File: src/rtl/core/nrsp_pkg.sv
`timescale 1ns / 1ps
// Shared types, widths and constants for the nearest ray-sphere pick block.
// Used by every module under rtl/core; depends on nothing else.
package nrsp_pkg;

  localparam int FRAC_BITS  = 16;
  localparam int COORD_W    = 32;
  localparam int DIR_W      = 18;
  localparam int SCALE_W    = 31;
  localparam int ID_W       = 32;
  localparam int KIND_W     = 2;
  localparam int DIST_W     = 31;
  localparam int CFG_W      = 32;
  localparam int CFG_IDX_W  = 3;

  localparam int OX_W       = COORD_W + 1;
  localparam int MUL_W      = OX_W + 1;
  localparam int PROD_W     = 2 * MUL_W;
  localparam int B_W        = 53;
  localparam int BMAG_W     = B_W - 1;
  localparam int HALF_W     = BMAG_W / 2;
  localparam int SQ_W       = 66;
  localparam int DSQ_W      = 36;
  localparam int DISC_W     = 2 * BMAG_W;
  localparam int ROOT_W     = DISC_W / 2;
  localparam int REM_W      = ROOT_W + 2;
  localparam int CNT_W      = $clog2(ROOT_W);
  localparam int T_W        = ROOT_W + 2;
  localparam int TQ_W       = T_W - FRAC_BITS;
  localparam int PSUM_W     = PROD_W - FRAC_BITS + 1;
  localparam int STEP_W     = 4;

  localparam int IN_DATA_W  = 224;
  localparam int IN_USER_W  = 3;
  localparam int OUT_DATA_W = 160;

  // Radius constants in Q.F
  localparam logic [SCALE_W-1:0] RADIUS_PLANAR = SCALE_W'((64'd5 << FRAC_BITS) >> 1);
  localparam logic [SCALE_W-1:0] RADIUS_LIGHT  =
    SCALE_W'(((64'd6 << FRAC_BITS) + 64'd5) / 64'd10);
  localparam logic [SCALE_W-1:0] SCALE_MIN     =
    SCALE_W'(((64'd1 << FRAC_BITS) + 64'd5) / 64'd10);

  // Threshold for dir.dir below 1e-12 in Q.2F
  localparam logic [DSQ_W-1:0] DSQ_THR =
    DSQ_W'(((64'd1 << (2 * FRAC_BITS)) - 64'd1) / 64'd1000000000000);

  localparam logic [KIND_W-1:0] KIND_PLANAR = 2'd0;
  localparam logic [KIND_W-1:0] KIND_LIGHT  = 2'd1;

  localparam logic [CFG_IDX_W-1:0] REG_ORIGIN_X = 3'd0;
  localparam logic [CFG_IDX_W-1:0] REG_ORIGIN_Y = 3'd1;
  localparam logic [CFG_IDX_W-1:0] REG_ORIGIN_Z = 3'd2;
  localparam logic [CFG_IDX_W-1:0] REG_DIR_X    = 3'd3;
  localparam logic [CFG_IDX_W-1:0] REG_DIR_Y    = 3'd4;
  localparam logic [CFG_IDX_W-1:0] REG_DIR_Z    = 3'd5;

  localparam logic [DIR_W-1:0] DIR_Z_RESET = DIR_W'(64'd1 << FRAC_BITS);

  // Multiply sequence, one issue per step
  localparam logic [STEP_W-1:0] STEP_B_X     = 4'd0;
  localparam logic [STEP_W-1:0] STEP_B_Y     = 4'd1;
  localparam logic [STEP_W-1:0] STEP_B_Z     = 4'd2;
  localparam logic [STEP_W-1:0] STEP_SQ_X    = 4'd3;
  localparam logic [STEP_W-1:0] STEP_SQ_Y    = 4'd4;
  localparam logic [STEP_W-1:0] STEP_SQ_Z    = 4'd5;
  localparam logic [STEP_W-1:0] STEP_RR      = 4'd6;
  localparam logic [STEP_W-1:0] STEP_DSQ_X   = 4'd7;
  localparam logic [STEP_W-1:0] STEP_DSQ_Y   = 4'd8;
  localparam logic [STEP_W-1:0] STEP_DSQ_Z   = 4'd9;
  localparam logic [STEP_W-1:0] STEP_BB_HH   = 4'd10;
  localparam logic [STEP_W-1:0] STEP_BB_HL   = 4'd11;
  localparam logic [STEP_W-1:0] STEP_BB_LL   = 4'd12;
  localparam logic [STEP_W-1:0] STEP_MUL_END = 4'd13;
  localparam logic [STEP_W-1:0] STEP_PT_X    = 4'd0;
  localparam logic [STEP_W-1:0] STEP_PT_Y    = 4'd1;
  localparam logic [STEP_W-1:0] STEP_PT_Z    = 4'd2;
  localparam logic [STEP_W-1:0] STEP_PT_END  = 4'd3;

  // What to do with a product when it comes out of the multiplier
  typedef enum logic [3:0] {
    ACC_NONE,
    ACC_B,
    ACC_SQ,
    ACC_DSQ,
    ACC_RR,
    ACC_BB_HH,
    ACC_BB_HL,
    ACC_BB_LL,
    ACC_PT_X,
    ACC_PT_Y,
    ACC_PT_Z
  } acc_op_t;

  typedef enum logic [2:0] {
    ST_IDLE,
    ST_MUL,
    ST_DISC,
    ST_SQRT,
    ST_ROOT,
    ST_POINT,
    ST_EMIT
  } state_t;

  function automatic logic [COORD_W-1:0] sat_coord(input logic [PSUM_W-1:0] v);
    logic [PSUM_W-COORD_W:0] top;
    top = v[PSUM_W-1:COORD_W-1];
    if (top == '0 || top == '1) begin
      sat_coord = v[COORD_W-1:0];
    end else if (v[PSUM_W-1]) begin
      sat_coord = {1'b1, {(COORD_W-1){1'b0}}};
    end else begin
      sat_coord = {1'b0, {(COORD_W-1){1'b1}}};
    end
  endfunction

endpackage

File: src/rtl/core/nrsp_mul.sv
`timescale 1ns / 1ps
// Shared signed multiplier with a registered product and a tag that rides along.
// Depends on nrsp_pkg.
module nrsp_mul (
  input  logic                              clk,
  input  logic                              rst,
  input  logic signed [nrsp_pkg::MUL_W-1:0] a,
  input  logic signed [nrsp_pkg::MUL_W-1:0] b,
  input  nrsp_pkg::acc_op_t                 op,
  output logic signed [nrsp_pkg::PROD_W-1:0] prod,
  output nrsp_pkg::acc_op_t                 prod_op
);
  import nrsp_pkg::*;

  always_ff @(posedge clk) begin
    prod <= a * b;
  end

  always_ff @(posedge clk) begin
    if (rst) begin
      prod_op <= ACC_NONE;
    end else begin
      prod_op <= op;
    end
  end

endmodule

File: config.mk
export PLATFORM = sky130hd
export DESIGN_NAME = nrsp_mul
export DESIGN_NICKNAME = d
export VERILOG_FILES = /design/src/rtl/core/nrsp_pkg.sv /design/src/rtl/core/nrsp_mul.sv
export SDC_FILE = /design/constraint.sdc
export NUM_CORES = 2
export LEC_CHECK = 0
export ABC_AREA = 1
export BUFFER_PORTS_ARGS = -buffer_cell sky130_fd_sc_hd__buf_2
export CORE_MARGIN = 8
export CORE_UTILIZATION = 50
export DETAILED_ROUTE_END_ITERATION = 16
export GPL_TIMING_DRIVEN = 0
export PLACE_DENSITY_LB_ADDON = 0.25
export SYNTH_ARGS = -nofsm -noshare
export SYNTH_HDL_FRONTEND = slang
export SYNTH_SLANG_ARGS = --single-unit
File: constraint.sdc
create_clock -name clk -period 6.6 [get_ports clk]
set_input_delay 0.33 -clock clk [delete_from_list [all_inputs] [get_ports clk]]
set_output_delay 0.33 -clock clk [all_outputs]
set_load 0.005 [all_outputs]
# --- Yosys cells after proc, flatten, opt, wreduce, memory -nomap -nowiden ---
# Index checks and enable logic that the tools add are counted.
# Widths: inputs -> output; s select.
word_totals:
  word_cells: 3
  ff_bits: 72
op_classes:
  n_mul: 1
ops:
  columns: ["operator", "count"]
  rows:
  - ["$mul 34x34->68", 1]

# --- Depth between registers and ports, before layout ---
logic_depth:
  ltp_word: 1
  ltp_mapped: 35
  ltp_nobuf: 33

# --- Worst setup path before layout ---
# Ideal clock, no wire load.
synth_timing:
  path_kind: "input -> register"
  start: "input port a[33] (netlist bit)"
  end: "register prod[59] (netlist bit)"
  path_slack_ns: -0.561
  path_stages: 24
  path_buffers: 2
  arrival_time_ns: 7.049
  path_cell_list: "clkbuf_1 > clkbuf_1 > nand2_1 > inv_1 > fa_1 > fa_1 > fa_1 > fa_1 > inv_1 > fa_1 > fa_1 > inv_1 > fa_1 > fa_1 > ha_1 > nand2_1 > nor2_1 > nand3_1 > inv_1 > nand2_1 > nor3_1 > nand2_1 > nand4_1 > nand2_1"
synth_via:
  elab_chain_cells: 1
synth_rtl:
  columns: ["item", "line_no", "source"]
  rows:
  - ["start, declared", "nrsp_mul.sv:7", "input logic signed [nrsp_pkg::MUL_W-1:0] a,"]
  - ["$mul 34x34->68", "nrsp_mul.sv:16", "prod <= a * b;"]
  - ["end signal, assigned", "nrsp_mul.sv:16", null]
  - ["end, declared", "nrsp_mul.sv:10", "output logic signed [nrsp_pkg::PROD_W-1:0] prod,"]
# No other way between the ends.
# A chain may end at the register's enable or synchronous reset.

# --- Worst setup path after layout ---
layout_timing:
  start: "input port a[33] (netlist bit)"
  end: "register prod[62] (netlist bit)"
# The elaborated chain is that of the path after synthesis.

==> metrics.md <==
| Metric | Value |
|---|---|
| Status | complete, but fails checks |
| Failing checks | setup timing |
| Mapped Area | 46350 sq um |
| Final instance area | 55800 sq um |
| Worst hold path endpoint | prod_op[1]$_SDFF_PP0_ |
| Most frequent CP cell | fa_1 |
| H-tree levels | 3 |
| Req. time, crit path | 6870 ps |
| Util after Layout | 0.6078 |
| Vias in the first global route | 41860 |
| Clock Sinks | 72 |
| Most Crowded Layer GR | met2 |
| Main combinational cell family by area after synthesis | adder cells |
| FILL cells | 8170 |
| Yosys top cell area share | 0.5361 |
| Rows | between 100 and 150 |
| Unique masters post-synth | 33 |
| Adder-Cell Fraction of Synth Area | 0.5911 |
| Most frequent cell after synthesis | inv_1 |
| Die H | 320.5 microns |
| Synth area leader | fa_1 |
| Slew @ Worst Pin | around 1300 ps |
| Critical path class | in2reg |
| WP data arrival | 6930 ps |
| Final hold violation count | 0 |
| Share of post-route cells with drive strength above 1 | 0.1860 |
| CP max stage cell | fa_2 |
| Syn Area/Cell | 7.738 sq um |
| Hpwl dp | 152700 microns |
| Post-Route WL | ~190000 microns |
| Slowest stage delay, CP | 600 ps |
| Synth Area in XOR/XNOR | 0.006803 |
| DR iter-0 viols | roughly 4000 |
| Die X-Extent | 320.5 microns |
| GR Util All Layers | 0.3660 |
| CTS buffer count | 9 |
| I/O pins | 146 |
| DR vias | a little under 40000 |
| Max_cap viols | 0 |
| Grt met3 use | 0.1009 |
| Rel. slew slack | 0.1162 |
| Post-synthesis sequential area ratio | 0.03110 |
| Ys async rst share | 0 |
| Drt drc | 0 |
| Placed Cells | 7310 |
| Area contributors post-synth | fa_1, inv_1, nand2_1 |
| Starting density of the core | 0.5048 |
| Synth Warn # | 0 |
| CTS clk-pin slew, worst paths | 60 ps |
| WL per Instance | 25.07 microns |
| RSZ-0062 raised after global routing | true |
| Largest net degree at the start of global routing | 18 |
| TNS Setup | -151.3 ps |
| Setup crit start kind | primary input |
| Top cells by count, synth | inv_1, nand2_1, fa_1, clkbuf_1, ha_1 |
| Full die area | 102700 sq um |
| Vias/cell | about 5.3 |
| Final Worst Setup Slack | -61.36 ps |
| Post-DP Area | roughly 48000 sq um |
| Worst Hold Class | in2reg |
| Clock Path Buffers | 2 |
| CTS root buf | clkbuf_16 |
| Number of port buffers | 78 |
| Final #Nets | 7784 |
| Global-route wire length before repair | 271700 microns |
| Mapped Nets | 7508 |
| Slew Limit Fails | 0 |
| Non-Filler Instances | 7521 |
| Post-synth EDFFs | 0 |
| Final Setup Violations | 6 |
| Hold path start | rst |
| Post-synthesis cell count | 5989 |
| Synthesized-area fraction occupied by and/or/nand/nor cells | 0.1660 |
| Final ANT Viol Nets | 0 |
| Global Route met2 Usage | 0.5813 |
| Multiplexer area fraction after synthesis | 0 |
| Min Tclk post-route | 6661 ps |
| F_max | 150.1 MHz |
| Final worst path period share | 1.009 |
| CTS tree | yes |
| FF+latch count, synth | just over 70 |
| CP Max Fanout | 8 |
| Initial antenna violation count | 8 |
| Main synth FF type | dfxtp_1 |
| Hold Crit Depth | 2 |
| Gr ovfl total | 0 |
| CP endpoint kind | flop |
| GP Congestion | about 1.0 |
| TritonRoute pass-1 iters | 7 |
| Grt met1 use | 0.4315 |
| Core area | slightly above 90000 sq um |
| Area grow syn2layout | 20.40% |
| Post-synthesis compound-gate area fraction | 0.01137 |
## critical path: cells and delay by family
| kind | cells | cell delay, ps |
|---|---|---|
| adders and majority gates | 9 | 4620 |
| and+or+nand+nor | 10 | 970 |
| buffers and inverters | 10 | 940 |
## what timing repair did
item,CTS,global route
gates cloned,1,8
pin swaps,81,237
endpoints found under the setup margin,56,48
buffers inserted,80,98
hold buffers,0,0
resized for setup,920,755
## placed cells by master, fill, tap and decap left out, types with 19 or more instances in the layout
master	synthesis	routed
ha_1	204	152
buf_6	0	43
nor2_4	2	50
buf_12	0	32
dfxtp_1	72	72
nand3_2	6	25
nand2_2	23	142
ha_4	0	47
xor2_1	34	29
fa_2	0	70
clkbuf_2	0	19
fa_1	1241	1171
nand3_1	76	52
clkbuf_8	0	39
inv_2	9	87
clkbuf_16	0	65
nor2_1	125	57
buf_4	0	183
a21oi_1	58	22
a21oi_2	5	29
nand2_1	1659	1478
nor2_2	7	27
buf_2	0	80
inv_1	2109	2018
clkbuf_4	0	28
nand2_4	1	61
buf_8	0	54
## routing by layer
metal | routed length (microns) | up-vias
met5 | 37 | -
met4 | 17860 | 6
met3 | 20460 | 760
met2 | 84690 | 2395
met1 | 65530 | 19910
li1 | - | 16680
## through the flow
step                      worst slack (ps)  hold slack, ps
after floorplan                      4.702           401.2
after global placement               -1920           529.9
after detailed placement             -1904           536.0
after CTS                           -50.37           191.7
after global routing                -201.7           200.2
final                               -61.36           201.2
## kinds of logic after synthesis
group / Yosys count
xor+xnor: 36
simple gates: 1951
flops: 72
compound gates: 95
fa+ha+maj: 1445
buf+inv: 2390
## final cells by class
class,count,area (sq um),area share
inverter,2119,7988,0.1431
tap,1243,1555,0.02787
timing repair buffer,265,2098,0.03760
multi-input combinational,3527,38520,0.6904
clock inverter,5,81.33,0.001457
clock buffer,10,239.0,0.004283
buffer,271,3852,0.06904
antenna,9,22.52,0.0004036
sequential,72,1441,0.02583
## sequential cells by signal, indices dropped and copies added (netlist names)
signal and flops:
prod 68, prod_op 4
## how the worst max path moves through the flow
| stage | from | to | slack [ps] | depth (start not counted) |
|---|---|---|---|---|
| 2_1_floorplan | a[33] | prod[60]$_DFF_P_ | 5 | 26 |
| 3_5_place_dp | b[7] | prod[62]$_DFF_P_ | -1900 | 25 |
| 5_1_grt | a[33] | prod[62]$_DFF_P_ | -200 | 29 |
| 6_report | a[33] | prod[62]$_DFF_P_ | -60 | 29 |
| 4_1_cts | a[33] | prod[54]$_DFF_P_ | -50 | 25 |
| 3_3_place_gp | b[7] | prod[61]$_DFF_P_ | -1920 | 25 |
Power is left out: the tool's default activity adds up to more than one toggle a clock period on the data nets, which glitch-free logic cannot reach.
