### config.mk
export PLATFORM = sky130hd
export DESIGN_NAME = nrsp_sqrt
export DESIGN_NICKNAME = d
export VERILOG_FILES = /design/src/rtl/core/nrsp_pkg.sv /design/src/rtl/core/nrsp_sqrt.sv
export SDC_FILE = /design/constraint.sdc
export NUM_CORES = 1
export LEC_CHECK = 0
export ABC_AREA = 1
export CORE_UTILIZATION = 60
export CTS_CLUSTER_DIAMETER = 60
export DETAILED_ROUTE_END_ITERATION = 12
export DONT_BUFFER_PORTS = 1
export PLACE_DENSITY = 0.78
export SLEW_MARGIN = 40
export SYNTH_ARGS = -nofsm -noshare
export SYNTH_HDL_FRONTEND = slang
export SYNTH_SLANG_ARGS = --single-unit
### constraint.sdc
create_clock -name clk -period 9.23 [get_ports clk]
set_input_delay 1.3845 -clock clk [delete_from_list [all_inputs] [get_ports clk]]
set_output_delay 1.3845 -clock clk [all_outputs]
set_load 0.005 [all_outputs]
### src/rtl/core/nrsp_pkg.sv
`timescale 1ns / 1ps
// Shared types, widths and constants for the nearest ray-sphere pick block.
// Used by every module under rtl/core; depends on nothing else.
package nrsp_pkg;

  localparam int FRAC_BITS  = 16;
  localparam int COORD_W    = 32;
  localparam int DIR_W      = 18;
  localparam int SCALE_W    = 31;
  localparam int ID_W       = 32;
  localparam int KIND_W     = 2;
  localparam int DIST_W     = 31;
  localparam int CFG_W      = 32;
  localparam int CFG_IDX_W  = 3;

  localparam int OX_W       = COORD_W + 1;
  localparam int MUL_W      = OX_W + 1;
  localparam int PROD_W     = 2 * MUL_W;
  localparam int B_W        = 53;
  localparam int BMAG_W     = B_W - 1;
  localparam int HALF_W     = BMAG_W / 2;
  localparam int SQ_W       = 66;
  localparam int DSQ_W      = 36;
  localparam int DISC_W     = 2 * BMAG_W;
  localparam int ROOT_W     = DISC_W / 2;
  localparam int REM_W      = ROOT_W + 2;
  localparam int CNT_W      = $clog2(ROOT_W);
  localparam int T_W        = ROOT_W + 2;
  localparam int TQ_W       = T_W - FRAC_BITS;
  localparam int PSUM_W     = PROD_W - FRAC_BITS + 1;
  localparam int STEP_W     = 4;

  localparam int IN_DATA_W  = 224;
  localparam int IN_USER_W  = 3;
  localparam int OUT_DATA_W = 160;

  // Radius constants in Q.F
  localparam logic [SCALE_W-1:0] RADIUS_PLANAR = SCALE_W'((64'd5 << FRAC_BITS) >> 1);
  localparam logic [SCALE_W-1:0] RADIUS_LIGHT  =
    SCALE_W'(((64'd6 << FRAC_BITS) + 64'd5) / 64'd10);
  localparam logic [SCALE_W-1:0] SCALE_MIN     =
    SCALE_W'(((64'd1 << FRAC_BITS) + 64'd5) / 64'd10);

  // Threshold for dir.dir below 1e-12 in Q.2F
  localparam logic [DSQ_W-1:0] DSQ_THR =
    DSQ_W'(((64'd1 << (2 * FRAC_BITS)) - 64'd1) / 64'd1000000000000);

  localparam logic [KIND_W-1:0] KIND_PLANAR = 2'd0;
  localparam logic [KIND_W-1:0] KIND_LIGHT  = 2'd1;

  localparam logic [CFG_IDX_W-1:0] REG_ORIGIN_X = 3'd0;
  localparam logic [CFG_IDX_W-1:0] REG_ORIGIN_Y = 3'd1;
  localparam logic [CFG_IDX_W-1:0] REG_ORIGIN_Z = 3'd2;
  localparam logic [CFG_IDX_W-1:0] REG_DIR_X    = 3'd3;
  localparam logic [CFG_IDX_W-1:0] REG_DIR_Y    = 3'd4;
  localparam logic [CFG_IDX_W-1:0] REG_DIR_Z    = 3'd5;

  localparam logic [DIR_W-1:0] DIR_Z_RESET = DIR_W'(64'd1 << FRAC_BITS);

  // Multiply sequence, one issue per step
  localparam logic [STEP_W-1:0] STEP_B_X     = 4'd0;
  localparam logic [STEP_W-1:0] STEP_B_Y     = 4'd1;
  localparam logic [STEP_W-1:0] STEP_B_Z     = 4'd2;
  localparam logic [STEP_W-1:0] STEP_SQ_X    = 4'd3;
  localparam logic [STEP_W-1:0] STEP_SQ_Y    = 4'd4;
  localparam logic [STEP_W-1:0] STEP_SQ_Z    = 4'd5;
  localparam logic [STEP_W-1:0] STEP_RR      = 4'd6;
  localparam logic [STEP_W-1:0] STEP_DSQ_X   = 4'd7;
  localparam logic [STEP_W-1:0] STEP_DSQ_Y   = 4'd8;
  localparam logic [STEP_W-1:0] STEP_DSQ_Z   = 4'd9;
  localparam logic [STEP_W-1:0] STEP_BB_HH   = 4'd10;
  localparam logic [STEP_W-1:0] STEP_BB_HL   = 4'd11;
  localparam logic [STEP_W-1:0] STEP_BB_LL   = 4'd12;
  localparam logic [STEP_W-1:0] STEP_MUL_END = 4'd13;
  localparam logic [STEP_W-1:0] STEP_PT_X    = 4'd0;
  localparam logic [STEP_W-1:0] STEP_PT_Y    = 4'd1;
  localparam logic [STEP_W-1:0] STEP_PT_Z    = 4'd2;
  localparam logic [STEP_W-1:0] STEP_PT_END  = 4'd3;

  // What to do with a product when it comes out of the multiplier
  typedef enum logic [3:0] {
    ACC_NONE,
    ACC_B,
    ACC_SQ,
    ACC_DSQ,
    ACC_RR,
    ACC_BB_HH,
    ACC_BB_HL,
    ACC_BB_LL,
    ACC_PT_X,
    ACC_PT_Y,
    ACC_PT_Z
  } acc_op_t;

  typedef enum logic [2:0] {
    ST_IDLE,
    ST_MUL,
    ST_DISC,
    ST_SQRT,
    ST_ROOT,
    ST_POINT,
    ST_EMIT
  } state_t;

  function automatic logic [COORD_W-1:0] sat_coord(input logic [PSUM_W-1:0] v);
    logic [PSUM_W-COORD_W:0] top;
    top = v[PSUM_W-1:COORD_W-1];
    if (top == '0 || top == '1) begin
      sat_coord = v[COORD_W-1:0];
    end else if (v[PSUM_W-1]) begin
      sat_coord = {1'b1, {(COORD_W-1){1'b0}}};
    end else begin
      sat_coord = {1'b0, {(COORD_W-1){1'b1}}};
    end
  endfunction

endpackage

### src/rtl/core/nrsp_sqrt.sv
`timescale 1ns / 1ps
// Digit-by-digit integer square root, one result bit per cycle.
// Depends on nrsp_pkg.
module nrsp_sqrt (
  input  logic                               clk,
  input  logic                               rst,
  input  logic                               start,
  input  logic [nrsp_pkg::DISC_W-1:0]        radicand,
  output logic                               done,
  output logic [nrsp_pkg::ROOT_W-1:0]        root
);
  import nrsp_pkg::*;

  localparam logic [CNT_W-1:0] CNT_LAST = CNT_W'(ROOT_W - 1);

  logic [DISC_W-1:0] rad;
  logic [REM_W-1:0]  rem;
  logic [CNT_W-1:0]  cnt;
  logic              busy;
  logic [REM_W+1:0]  rem_sh;
  logic [REM_W+1:0]  trial;
  logic              ge;
  logic [REM_W+1:0]  rem_sub;

  assign rem_sh  = {rem, rad[DISC_W-1 -: 2]};
  assign trial   = {2'b00, root, 2'b01};
  assign ge      = rem_sh >= trial;
  assign rem_sub = rem_sh - trial;

  always_ff @(posedge clk) begin
    if (rst) begin
      busy <= 1'b0;
      done <= 1'b0;
      cnt  <= '0;
    end else begin
      done <= 1'b0;
      if (start) begin
        busy <= 1'b1;
        cnt  <= '0;
      end else if (busy) begin
        cnt <= cnt + 1'b1;
        if (cnt == CNT_LAST) begin
          busy <= 1'b0;
          done <= 1'b1;
        end
      end
    end
  end

  always_ff @(posedge clk) begin
    if (start) begin
      rad  <= radicand;
      rem  <= '0;
      root <= '0;
    end else if (busy) begin
      rad  <= rad << 2;
      rem  <= ge ? rem_sub[REM_W-1:0] : rem_sh[REM_W-1:0];
      root <= {root[ROOT_W-2:0], ge};
    end
  end

endmodule

After elaboration in Yosys (flattened, before gate mapping)
Cells that the tools add are included.
W data, S select, Z words.
{"block": "op_classes", "eq_ne": 1, "bitwise_logic": 1, "reduce_logical": 3, "magnitude_cmp": 1, "n_mux": 7, "add_sub_neg": 2}
{"cell": "$mux W104", "n": 2}
{"cell": "$ge A56 B54 Y1", "n": 1}
{"cell": "$mux W54", "n": 1}
{"cell": "$sub A54 B54 Y54", "n": 1}
{"cell": "$add A6 B1 Y6 const B", "n": 1}
{"cell": "$eq A6 B6 Y1 const B", "n": 1}
{"cell": "$mux W1", "n": 4}
{"cell": "$reduce_or A3 Y1", "n": 1}
{"cell": "$reduce_bool A2 Y1", "n": 1}
{"cell": "$reduce_or A2 Y1", "n": 1}
{"cell": "$not A1 Y1", "n": 1}
{"block": "word_totals", "wordCells": 21, "input_bits": 107, "ff_bits": 218, "output_inout_bits": 53}

Depth between registers and ports, before layout
{"block": "logic_depth", "word_depth": 4, "mapped_depth": 18, "ltp_nobuf": 18}

Least setup slack after synthesis
No wires, ideal clock.
{"block": "synth_path", "kind": "input port to flip-flop", "from": "input start", "to": "register rad[0], enable pin", "setup_time_ps": 509, "slack_ps": 3757, "cell_stages": 4, "t_arrival_ps": 4964, "cell_sequence": "clkbuf_1 > nor2_1 > clkinv_1 > clkbuf_1"}
{"block": "synth_between", "elab_chain_cells": 1}
{"item": "from (decl)", "line_no": "nrsp_sqrt.sv:7", "source": "input logic start,"}
{"item": "$reduce_bool A2 Y1 (no source line)"}
{"item": "to (signal assigned)", "line_no": "nrsp_sqrt.sv:52", "source": "rad <= radicand;"}
{"item": "to (signal assigned)", "line_no": "nrsp_sqrt.sv:56", "source": "rad <= rad << 2;"}
{"item": "to (decl)", "line_no": "nrsp_sqrt.sv:16", "source": "logic [DISC_W-1:0] rad;"}
Every way passes these cells.
A chain may end at the register's enable or synchronous reset.

Worst setup path in the final report
{"block": "layout_path", "from": "register root[22] in the netlist's numbering", "to": "register rem[29]"}
{"block": "layout_between", "elab_chain_cells": 2, "word_cells_on_any_way": 3}
{"item": "from (decl)", "line_no": "nrsp_sqrt.sv:10", "source": "output logic [nrsp_pkg::ROOT_W-1:0] root"}
{"item": "from (signal assigned)", "line_no": "nrsp_sqrt.sv:58", "source": "root <= {root[ROOT_W-2:0], ge};"}
{"item": "$sub A54 B54 Y54 or $ge A56 B54 Y1 (tied branches)", "line_no": "nrsp_sqrt.sv:28, nrsp_sqrt.sv:27"}
{"item": "$mux W54 (*)", "line_no": "nrsp_sqrt.sv:57", "source": "rem <= ge ? rem_sub[REM_W-1:0] : rem_sh[REM_W-1:0];"}
{"item": "to (signal assigned)", "line_no": "nrsp_sqrt.sv:57"}
{"item": "to (decl)", "line_no": "nrsp_sqrt.sv:17", "source": "logic [REM_W-1:0] rem;"}
Every way passes the cells marked *; elsewhere a longest branch is shown, timed or not.

==> flow_summary_export.csv <==
group,metric,value,unit
critical_path,crit_type,"reg2reg",
place,numPortBuffers,0,
critical_path,cp_top_family,"simple AND/OR/NAND/NOR gates",
layout,final_core_util,66.4,%
cts,cts_inserted_buffers,25,
sta,max-slew-margin-rel,41.9,%
cts,cts_resized,0,
synth,synthCells,1936,
flow_run,maxCapViolations,0,
critical_path,crit_path_cell_trace,"inv_1 -> ha_1 -> nand2_1 -> nor2_1 -> nand2_1 -> nor2_2 -> nand4_1 -> nand3_2 -> buf_4 -> nand3_1 -> nand3_1 -> nand2_1 -> inv_1",
critical_path,cp.arrival,3960,ps
cts,clk_latency,550,ps
place,routabilityCongestion,1.08,
sta,setup-tns-final,0,ps
worst_hold_path,hp-start,"rem[53]$_SDFFE_PP0P_",
sta,tightest_slew,868,ps
cts,clock-root-buffer,"clkbuf_16",
cts,cts_max_level,1,
cts,path_clk_slew,60,ps
global_route,grt_max_degree,110,
cts,cts_tree,"built",
critical_path,rrSetupSlack,5760,ps
power,p_per_area,386,nW/µm²
power,p_leak,7.49,nW
synth,ys_seq_area_share,41.1,%
synth,syn_area_per_cell,6.79,µm²
global_route,grt_usage,31.1,%
sta,finalSetupViolCount,0,
critical_path,crit_fanout,68,
routing,drt-total-wl,34700,µm
place,dp_hpwl,25200,µm
critical_path,end_kind,"flop",
global_route,grt_overflow,0,
synth,synth_nets,2098,
critical_path,worstPathRequired,9720,ps
floorplan,die_h,150,µm
routing,initialDrtViolationCount,846,
synth,yosys_warnings,0,
cts,postCtsSetupBuffers,0,
floorplan,initial_core_util,61.8,%
layout,num_antenna_cells,0,
cts,cts_sinks,218,
routing,drc,0,
routing,drt-wirelength-per-cell,15.8,µm
critical_path,cp-start-kind,"flop",
floorplan,die-area,22500,µm²
floorplan,coreArea,21300,µm²
sta,finalCritPeriodShare,37.5,%
routing,num_vias,12200,
critical_path,rr_worst_depth,13,
global_route,grt_first_pass_wirelength,55000,µm
synth,syn-cell-area,13200,µm²
layout,fin_nets,2073,
floorplan,ios,160,
layout,drive_gt1_share,3.26,%
sta,finalHoldViolCount,0,
power,peakVddDrop,0.000248,V
sta,fin_crit,3470,ps
sta,slew_viol_final,0,
global_route,grt_pass1_vias,11400,
worst_hold_path,holdPathStages,2,
routing,via_per_inst,5.51,
synth,ys_seq_elements,218,
worst_hold_path,hp-class,"reg2reg",
routing,dr.pass1.iters,5,
floorplan,die_w,150,µm
layout,areaGrowthSynthToFinish,7.39,%
floorplan,rows,53,
critical_path,path_buf_inv,3,
sta,rsz0062_at_grt,"no",
cts,cts_hold_buf,0,
worst_hold_path,holdPathEnd,"rem[53]$_SDFFE_PP0P_",
sta,skew,7.62,ps
synth,synth_cell_type_count,38,
critical_path,cp_slowest_stage_delay,620,ps
global_route,antenna_found_initial,0,
status,status,"completed",
critical_path,reg2reg_from,"root[22]$_SDFFE_PP0P_",
critical_path,timing.rr.end,"rem[29]$_SDFFE_PP0P_",
critical_path,critPathMostFrequentCell,"nand2_1",
cts,cts_buffer_depth,3,
sta,fmax,289,MHz
routing,postRouteAntennaNets,0,
critical_path,cpMaxStageDelayCell,"buf_4",
worst min-delay path, cell delays in order, from the launching register on:
cell and delay (ps):
dfxtp_1 310, nand2_1 60, nand2_1 40
through the flow:
step | cell area [µm²] | worst slack, ps | total power, mW | hold slack [ps] | cells
4_1_cts | 14100 | 5810 | 5.38 | 466 | 2205
3_3_place_gp | 13300 | 5940 | 4.36 | 439 | 2159
6_report | 14100 | 5760 | 5.46 | 461 | 2205
5_1_grt | 14100 | 5530 | 5.89 | 477 | 2205
3_5_place_dp | 13300 | 5850 | 4.40 | 455 | 2159
2_1_floorplan | 13200 | 3760 | 3.64 | 427 | 1936
Yosys cell counts:
| library cell | count | share of area, % |
|---|---|---|
| o21ai_0 | 49 | 1.9 |
| nor3_2 | 1 | 0.076 |
| a21o_1 | 3 | 0.17 |
| a31oi_1 | 4 | 0.19 |
| dfxtp_1 | 114 | 17 |
| nor2_2 | 3 | 0.14 |
| clkbuf_1 | 44 | 1.3 |
| nand3_2 | 2 | 0.15 |
| ha_1 | 55 | 5.2 |
| nand2_2 | 1 | 0.048 |
| nor3_1 | 12 | 0.46 |
| xor2_1 | 2 | 0.13 |
| o21bai_1 | 10 | 0.57 |
| nor2_4 | 2 | 0.17 |
| xnor2_1 | 18 | 1.2 |
| edfxtp_1 | 104 | 24 |
| buf_1 | 3 | 0.086 |
| nor2_1 | 93 | 2.7 |
| buf_2 | 7 | 0.27 |
| nand4_1 | 25 | 1.2 |
| a211oi_1 | 1 | 0.057 |
| nand3b_1 | 1 | 0.057 |
| o211ai_1 | 10 | 0.57 |
| nand3_1 | 110 | 4.2 |
| or2_1 | 4 | 0.19 |
| buf_6 | 3 | 0.26 |
| a21oi_1 | 71 | 2.7 |
| inv_1 | 287 | 8.2 |
| clkinv_1 | 2 | 0.057 |
| nand2_1 | 829 | 24 |
| nor3b_1 | 1 | 0.057 |
| inv_2 | 2 | 0.057 |
| and2_1 | 1 | 0.048 |
| o22ai_1 | 52 | 2.5 |
| and3_1 | 4 | 0.19 |
| a21boi_0 | 2 | 0.11 |
| buf_4 | 1 | 0.057 |
| nor4_1 | 3 | 0.14 |
layer usage:
| layer | part of all wire (%) | routed length, µm | up-vias | GRT usage [%] |
|---|---|---|---|---|
| met5 | 0 | 0 | - | 0 |
| met4 | 3.7 | 1280 | 0 | 11.8 |
| met3 | 9.7 | 3360 | 73 | 8.84 |
| met2 | 43 | 15100 | 455 | 49.0 |
| met1 | 43 | 15000 | 5533 | 40.5 |
| li1 | - | - | 6097 | - |
sequential cells by signal, summed over array words and instances (netlist names):
signal,cells
busy,1
cnt,6
done,1
rad,104
rem,54
root,52
cell families (layout without fill, tap and decap cells):
family | count (synthesis) | after routing | synth area share [%]
flip-flops | 218 | 218 | 41.1
AO/OA/AOI/OAI | 202 | 202 | 8.71
buffers and inverters | 349 | 343 | 10.2
AND/OR/NAND/NOR | 1092 | 1092 | 33.4
adder cells (fa/ha/maj) | 55 | 55 | 5.23
XOR/XNOR | 20 | 20 | 1.33
layout by cell type (no fill, tap or decap), drive strengths merged, types with 2 or more instances in the layout:
master / count
a21boi: 2
a21o: 3
a21oi: 71
a31oi: 4
and3: 4
buf: 5
clkbuf: 39
clkinv: 6
dfxtp: 114
edfxtp: 104
ha: 55
inv: 293
nand2: 830
nand3: 112
nand4: 25
nor2: 98
nor3: 13
nor4: 3
o211ai: 10
o21ai: 49
o21bai: 10
o22ai: 52
or2: 4
xnor2: 18
xor2: 2
final cells by class:
class	instances	area, µm²
fill	1922	7160
multi-input combinational	1369	6410
sequential	218	5410
inverter	291	1100
clock buffer	38	747
tap	275	344
clock inverter	8	63.8
timing repair buffer	6	51.3
power breakdown:
part | total, mW | switching [mW] | internal [mW]
clock | 0.969 | 0.407 | 0.562
sequential | 1.21 | 0.0687 | 1.14
combinational | 3.28 | 2.29 | 0.990
worst max path at each step:
| stage | from | endpoint | slack (ps) | cells past startpoint |
|---|---|---|---|---|
| after floorplan | start | rad[0]$_SDFFCE_PN0P_ | 3760 | 4 |
| after global placement | root[22]$_SDFFE_PP0P_ | rem[9]$_SDFFE_PP0P_ | 5940 | 12 |
| after detailed placement | root[22]$_SDFFE_PP0P_ | rem[29]$_SDFFE_PP0P_ | 5850 | 13 |
| after CTS | root[22]$_SDFFE_PP0P_ | rem[29]$_SDFFE_PP0P_ | 5810 | 13 |
| after global routing | root[22]$_SDFFE_PP0P_ | rem[33]$_SDFFE_PP0P_ | 5530 | 13 |
| final | root[22]$_SDFFE_PP0P_ | rem[29]$_SDFFE_PP0P_ | 5760 | 13 |
No activity file was read; power rests on OpenSTA's default activity.
